--- config.mk ---
export PLATFORM = sky130hd
export DESIGN_NAME = r2q_sqrt_pipe
export DESIGN_NICKNAME = d
export VERILOG_FILES = /design/src/rtl/core/r2q_pkg.sv /design/src/rtl/core/r2q_sqrt_pipe.sv
export SDC_FILE = /design/constraint.sdc
export NUM_CORES = 2
export LEC_CHECK = 0
export ABC_AREA = 1
export BUFFER_PORTS_ARGS = -buffer_cell sky130_fd_sc_hd__buf_2
export CAP_MARGIN = 20
export CORE_UTILIZATION = 54
export DETAILED_ROUTE_END_ITERATION = 12
export PLACE_DENSITY_LB_ADDON = 0.12
export SLEW_MARGIN = 0
export SYNTH_ARGS = -nofsm -noshare
export SYNTH_HDL_FRONTEND = slang
export SYNTH_SLANG_ARGS = --single-unit
--- constraint.sdc ---
create_clock -name clk -period 2.1 [get_ports clk]
set_input_delay 0.42 -clock clk [delete_from_list [all_inputs] [get_ports clk]]
set_output_delay 0.42 -clock clk [all_outputs]
set_load 0.02 [all_outputs]
--- src/rtl/core/r2q_pkg.sv ---
// ----------------------------------------------------------------------------
// r2q_pkg: shared types and constants for the matrix-to-quaternion converter
// Fixed-point format, pipeline widths and the stage payload structs.
// ----------------------------------------------------------------------------
package r2q_pkg;

  localparam int FRAC_BITS = 14;
  localparam int DW        = 16;

  // Radicands reach 1 + 3*2^15 in Q.14, so 19 bits hold every one.
  localparam int RW  = 20;
  // Square-root operand is rad << (FRAC_BITS-2).
  localparam int SOW = RW + FRAC_BITS - 2;
  localparam int SQW = (SOW + 1) / 2;
  // Off-diagonal sum or difference: 17 bits signed, 17 bits magnitude.
  localparam int NW  = DW + 1;
  // Dividend magnitude is |n| << FRAC_BITS, plus a half divisor.
  localparam int DVW = NW + FRAC_BITS + 1;
  localparam int DEN_W = SQW + 2;

  // Side payload of the square root: six off-diagonal terms and the pivot.
  localparam int SQ_SIDE_W = 6 * NW + 2;
  // Side payload of the divider: root, six signs and the pivot.
  localparam int DV_SIDE_W = SQW + 8;

  localparam logic signed [DW-1:0] ONE_Q = DW'(1 << FRAC_BITS);

  typedef logic [1:0] pivot_t;

  typedef struct packed {
    logic signed [DW-1:0] c00, c01, c02, c10, c11, c12, c20, c21, c22;
  } mat_t;

  typedef struct packed {
    logic signed [DW-1:0] qx, qy, qz, qw;
    pivot_t               pivot;
  } quat_t;

  function automatic logic signed [DW-1:0] sat_one(input logic signed [DVW:0] v);
    logic signed [DVW:0] one_ext;
    begin
      one_ext = (DVW+1)'(1 << FRAC_BITS);
      if (v > one_ext) sat_one = ONE_Q;
      else if (v < -one_ext) sat_one = -ONE_Q;
      else sat_one = v[DW-1:0];
    end
  endfunction

endpackage

--- src/rtl/core/r2q_sqrt_pipe.sv ---
// ----------------------------------------------------------------------------
// r2q_sqrt_pipe: pipelined integer square root
// One result bit per stage; a side payload travels with each operand.
// ----------------------------------------------------------------------------
module r2q_sqrt_pipe (
  input  logic                          clk,
  input  logic                          rst_n,
  input  logic                          en,
  input  logic                          in_vld,
  input  logic [r2q_pkg::SOW-1:0]       in_op,
  input  logic [r2q_pkg::SQ_SIDE_W-1:0] in_side,
  output logic                          out_vld,
  output logic [r2q_pkg::SQW-1:0]       out_root,
  output logic [r2q_pkg::SQ_SIDE_W-1:0] out_side
);
  import r2q_pkg::*;

  localparam int N  = SQW;
  localparam int OW = 2 * N;

  logic [OW-1:0]        rem_r  [N+1];
  logic [N-1:0]         root_r [N+1];
  logic [OW-1:0]        op_r   [N+1];
  logic [SQ_SIDE_W-1:0] side_r [N+1];
  logic [N:0]           vld_r;

  always_comb begin
    rem_r[0]  = '0;
    root_r[0] = '0;
    op_r[0]   = OW'(in_op);
    side_r[0] = in_side;
    vld_r[0]  = in_vld;
  end

  for (genvar s = 0; s < N; s++) begin : g_stage
    logic [OW+1:0] trial_nxt;
    logic [OW+1:0] rem_sh;
    always_comb begin
      rem_sh    = {rem_r[s], op_r[s][OW-1 -: 2]};
      trial_nxt = (OW+2)'({root_r[s], 2'b01});
    end
    always_ff @(posedge clk) begin
      if (!rst_n) begin
        vld_r[s+1] <= 1'b0;
      end else if (en) begin
        vld_r[s+1] <= vld_r[s];
      end
      if (en) begin
        if (rem_sh >= trial_nxt) begin
          rem_r[s+1]  <= OW'(rem_sh - trial_nxt);
          root_r[s+1] <= {root_r[s][N-2:0], 1'b1};
        end else begin
          rem_r[s+1]  <= OW'(rem_sh);
          root_r[s+1] <= {root_r[s][N-2:0], 1'b0};
        end
        op_r[s+1]   <= {op_r[s][OW-3:0], 2'b00};
        side_r[s+1] <= side_r[s];
      end
    end
  end

  assign out_vld  = vld_r[N];
  assign out_root = root_r[N];
  assign out_side = side_r[N];
endmodule

# --- Word level (Yosys, flattened, before mapping) ---
# Cells that the tools add are included.
totals:
  output_inout_bits: 121
  elab_cells: 141
  ff_bits: 2507
classes:
  order_cmp: 16
  add_sub_neg: 15
  n_mux: 31
op_table:
  columns: ["operator", "count"]
  rows:
  - ["32-bit 2-to-1 mux", 14]
  - ["34-bit by 10-bit >= comparator with 1-bit output", 1]
  - ["34-bit by 11-bit >= comparator with 1-bit output", 1]
  - ["34-bit by 12-bit >= comparator with 1-bit output", 1]
  - ["34-bit by 13-bit >= comparator with 1-bit output", 1]
  - ["34-bit by 14-bit >= comparator with 1-bit output", 1]
  - ["34-bit by 15-bit >= comparator with 1-bit output", 1]
  - ["34-bit by 16-bit >= comparator with 1-bit output", 1]
  - ["34-bit by 17-bit >= comparator with 1-bit output", 1]
  - ["34-bit by 3-bit >= comparator with 1-bit output", 1]
  - ["34-bit by 4-bit >= comparator with 1-bit output", 1]
  - ["34-bit by 5-bit >= comparator with 1-bit output", 1]
  - ["34-bit by 6-bit >= comparator with 1-bit output", 1]
  - ["34-bit by 7-bit >= comparator with 1-bit output", 1]
  - ["34-bit by 8-bit >= comparator with 1-bit output", 1]
  - ["34-bit by 9-bit >= comparator with 1-bit output", 1]
  - ["32-bit by 10-bit subtractor with 32-bit output", 1]
  - ["32-bit by 11-bit subtractor with 32-bit output", 1]
  - ["32-bit by 12-bit subtractor with 32-bit output", 1]
  - ["32-bit by 13-bit subtractor with 32-bit output", 1]
  - ["32-bit by 14-bit subtractor with 32-bit output", 1]
  - ["32-bit by 15-bit subtractor with 32-bit output", 1]
  - ["32-bit by 16-bit subtractor with 32-bit output", 1]
  - ["32-bit by 3-bit subtractor with 32-bit output", 1]
  - ["other kinds (10)", 25]

# --- Longest topological paths before layout ---
logic_depth:
  depth_word: 2
  depth_mapped: 15

# --- Worst setup path after synthesis ---
# Ideal clock, no wire load.
synth_path:
  path_kind: "register -> register"
  from: "register rem_r (netlist bit g_stage[3].rem_sh[3])"
  to: "register rem_r (netlist bit g_stage[4].rem_sh[23]), data pin"
  setup_time_ns: 0.261
  required_time_ns: 1.839
  path_slack_ns: 0.093
  path_stages_with_launch: 11
  arrival_ns: 1.746
  synth_period_minus_slack_ns: 2.007
  cell_sequence: "edfxtp_1 ha_1 a21oi_2 o21ai_2 a21boi_2 nand2_1 nor2_2 nand2_4 inv_4 buf_6 a21oi_2"
synth_between:
  elab_chain_cells: 2
  word_cells_on_any_way: 3
synth_rtl:
  columns: ["element", "line", "rtl"]
  rows:
  - ["from (decl)", "r2q_sqrt_pipe.sv:21", "logic [OW-1:0] rem_r [N+1];"]
  - ["from (signal, indexed assignment)", "r2q_sqrt_pipe.sv:50", "rem_r[s+1] <= OW'(rem_sh - trial_nxt);"]
  - ["from (signal, indexed assignment)", "r2q_sqrt_pipe.sv:53", "rem_r[s+1] <= OW'(rem_sh);"]
  - ["32-bit by 5-bit subtractor with 32-bit output or 34-bit by 5-bit >= comparator with 1-bit output (tied branches)", "r2q_sqrt_pipe.sv:50, r2q_sqrt_pipe.sv:49", null]
  - ["32-bit 2-to-1 mux *", "r2q_sqrt_pipe.sv:49", "if (rem_sh >= trial_nxt) begin"]
# Mark *: on every way between the ends. The rest lies on a longest branch, timed or not.
# A chain may end at the register's enable or synchronous reset.

# --- Worst setup path in the final report ---
layout_path:
  from: "register rem_r (netlist bit g_stage[13].rem_sh[8])"
  to: "register rem_r (netlist bit g_stage[14].rem_sh[15]), data pin"
layout_between:
  elab_chain_cells: 2
  word_cells_on_any_way: 3
layout_rtl:
  columns: ["element", "line"]
  rows:
  - ["32-bit by 15-bit subtractor with 32-bit output or 34-bit by 15-bit >= comparator with 1-bit output (tied branches)", "r2q_sqrt_pipe.sv:50, r2q_sqrt_pipe.sv:49"]
  - ["32-bit 2-to-1 mux *", "r2q_sqrt_pipe.sv:49"]
# Marked as above.

==> summary.txt <==
Placement
  • HPWL Detailed: 144000 um
  • IO Port Bufs: 260
  • Gp weighted congestion: 0.912
  • DP Worst Slack: -363 ps

Detailed routing
  • Routed wire length: 217000 um
  • DRT iter0 DRCs: 3620
  • Metal2 WL: 110000 um
  • Drt pass-1 iters: 6
  • M1 WL: 92800 um
  • Antenna Violating Nets Remaining: 0
  • WL/cell: 19.1 um
  • DR vias: 57400
  • DR top layer: met5
  • Routed wl met3: 8380 um
  • DRC: 0
  • Vias per cell: 5.03

STA
  • Clk_skew: 73.1 ps
  • Achievable Freq: 449 MHz
  • Tmin final: 2230 ps
  • Final setup vio count: 192
  • Final WS setup: -128 ps
  • RSZ-0062 raised after global routing: yes
  • Setup tns final: -8670 ps
  • Worst-case hold slack: 230 ps
  • Worst Tran Pin Value: 607 ps
  • Period utilisation layout: 106%
  • Final Slew Violations: 0
  • Final Hold Fails: 0
  • Max-slew headroom: 59.6%

Floorplanning
  • Die X-Extent: 427 um
  • Effective utilization at floorplan: 54.4%
  • Core area: 179000 um^2
  • Cell Rows: 155
  • Die area: 182000 um^2
  • Boundary Pins: 261
  • Die Y: 427 um

Synth
  • Prevailing post-synth register cell: edfxtp_1
  • Post-synthesis cell type count: 57
  • Sequential area share after synthesis: 76.7%
  • Synthesized area: 97300 um^2
  • Top cells by area, synth: edfxtp_1 76%, nand2_1 6.3%, inv_1 3.4%
  • Largest area contributor in the netlist: edfxtp_1
  • Post-Syn Nets: 7493
  • Yosys top cell area share: 76.3%
  • Synth Instances: 7200
  • Register bit total from synthesis: 2490
  • Post-synth EDFFs: 2474
  • Syn. warnings: 0
  • Top cells by count, synth: 2474 x edfxtp_1, 1623 x nand2_1, 883 x inv_1, 612 x nor2_1, 294 x nand3_1
  • Mean area per synthesized cell: 13.5 um^2
  • Async set-reset flop share out of synthesis: 0%
  • Count leader, synth: edfxtp_1

Critical path
  • Buf/Inv on CP: 3
  • Critical path, cell by cell: ha_4, nand2_4, nor2_4, nand3_2, nor2_2, nor2_2, nand3_4, buf_12, buf_8, clkinv_8, nand2_2, nand2_1
  • Crit path launch type: flip-flop
  • Arrival time worst endpoint: 2870 ps
  • Crit-path max cell delay: 520 ps
  • Crit-path max FO: 6
  • Kind of cell adding the most delay to the critical path: simple AND/OR/NAND/NOR gates
  • Critical path class: flip-flop to flip-flop
  • Crit-path most repeated cell: nor2_2
  • Critical Path End Type: flip-flop
  • Worst path required time: 2740 ps
  • Slowest CP cell: edfxtp_1

Pwr
  • Static leakage: 49.7 nW
  • Max VDD drop: 1030 uV
  • Gate power share: 13.0%
  • Net Sw Frac: 24.5%
  • Power per cell area: 946 nW/um^2
  • Sequential share of power: 51.0%
  • Clock power share: 36.1%
  • Psw: 29.1 mW
  • Internal: 90.0 mW

Hold path
  • HP Class: input port to flip-flop

Finish
  • Register area: 74600 um^2
  • Multi-input gate area: 23700 um^2
  • # fillers: 12200
  • Nets@finish: 9152
  • Layout overhead on the synthesized area: 29.3%
  • # diodes: 0
  • Layout cells sized above 1: 33.7%

Job
  • Max-Cap Viols: 0

GRT
  • Vias in the first global route: 57500
  • Gr usage total: 23.4%
  • Pin count of the biggest net entering global routing: 104
  • Grt ovf: 0
  • First-pass GRT wire length: 324000 um
  • Antenna violations before repair: 2

Clock tree
  • CTS tree: done
  • Clock sinks: 2490
  • Root buffer cell: clkbuf_16
  • CTS clk-pin slew, worst paths: 60 ps
  • Later-pin clock latency in the skew report: 900 ps
  • CTS max path bufs: 3
  • CTS buffer count: 234
  • H-tree depth: 4

Run status
  • Violated checks: setup timing
  • Status: complete, but fails checks
## worst reg2reg max path, stage by stage, from the launching register on
cell,delay (ps)
edfxtp_1,520
ha_4,350
nand2_4,60
nor2_4,140
nand3_2,100
nor2_2,120
nor2_2,70
nand3_4,140
buf_12,150
buf_8,130
clkinv_8,80
nand2_2,70
nand2_1,50
## per-layer routing
layer  up-vias  track usage, %
met1     27800            30.5
li1      28100               -
met5         -               0
met3       347            3.28
met4         2            7.02
met2      1230            40.8
## cell type report
type	count	share of cell area, %
sequential	2490	59.3
multi-input combinational	3657	18.8
timing repair buffer	1564	10.3
clock buffer	271	4.82
inverter	903	2.77
tap	2355	2.34
clock inverter	168	1.52
timing repair inverter	9	0.0934
## worst paths after layout
| path | startpoint | to | slack, ps | depth (start not counted) |
|---|---|---|---|---|
| max | g_stage[13].rem_sh[8] | g_stage[14].rem_sh[15] | -130 | 12 |
| min | in_op[22] | op_r[504] | 230 | 2 |
| max reg2reg | g_stage[13].rem_sh[8] | g_stage[14].rem_sh[15] | -130 | 12 |
| min reg2reg | op_r[282] | op_r[252] | 370 | 0 |
## cells by family (layout without fill, tap and decap cells)
kind of cell	count (synthesis)	in the layout	share of synthesized area (%)
simple gates	2906	2908	12.6
flops	2490	2490	76.7
buf+inv	1055	2915	4.71
compound gates	438	438	2.64
xor+xnor	157	157	1.41
fa+ha+maj	153	153	1.97
other cells	1	1	0.00385
## flip-flops by register name (all words and copies together) (netlist names)
| register | count |
|---|---|
| out_vld | 1 |
| side_r | 1560 |
| g_stage.trial_nxt | 120 |
| g_stage.rem_sh | 464 |
| out_root | 16 |
| op_r | 210 |
| vld_r | 15 |
| out_side | 104 |
## metrics by stage
stage	utilization [%]	instance area, um^2	power [mW]	instances
after global routing	70.4	126000	124	11400
after detailed placement	60.4	108000	73.3	10600
after global placement	60.4	108000	73.2	10600
after CTS	67.7	121000	118	11300
after floorplan	-	97300	66.6	7200
final	70.4	126000	119	11400
## timing repair
| action | CTS | global route |
|---|---|---|
| hold buffers | 141 | 0 |
| endpoints found under the setup margin | 397 | 420 |
| pin swaps | 107 | 323 |
| hold endpoints to repair | 154 | 0 |
| gates resized for setup | 534 | 1029 |
| cloned | 21 | 15 |
| setup buffers | 107 | 147 |
## layout by cell type, fill, tap and decap left out, types with 130 or more instances in the layout
| master | count |
|---|---|
| edfxtp_1 | 2474 |
| clkbuf_16 | 243 |
| nand3_1 | 251 |
| buf_4 | 1001 |
| nand2_1 | 1230 |
| nand2_4 | 138 |
| buf_2 | 259 |
| inv_2 | 161 |
| dlygate4sd3_1 | 141 |
| nand2_2 | 273 |
| nor2_1 | 483 |
| a21oi_2 | 130 |
| inv_1 | 727 |
## power groups by stage
stage / sequential, mW / combinational (mW) / clock, mW
global placement: 61.4 / 11.8 / 0
CTS: 60.7 / 13.3 / 43.9
global route: 61.0 / 16.8 / 45.8
detailed placement: 61.5 / 11.8 / 0
floorplan: 60.7 / 5.81 / 0
finish: 60.7 / 15.4 / 43.0
(Power assumes the default switching activity.)
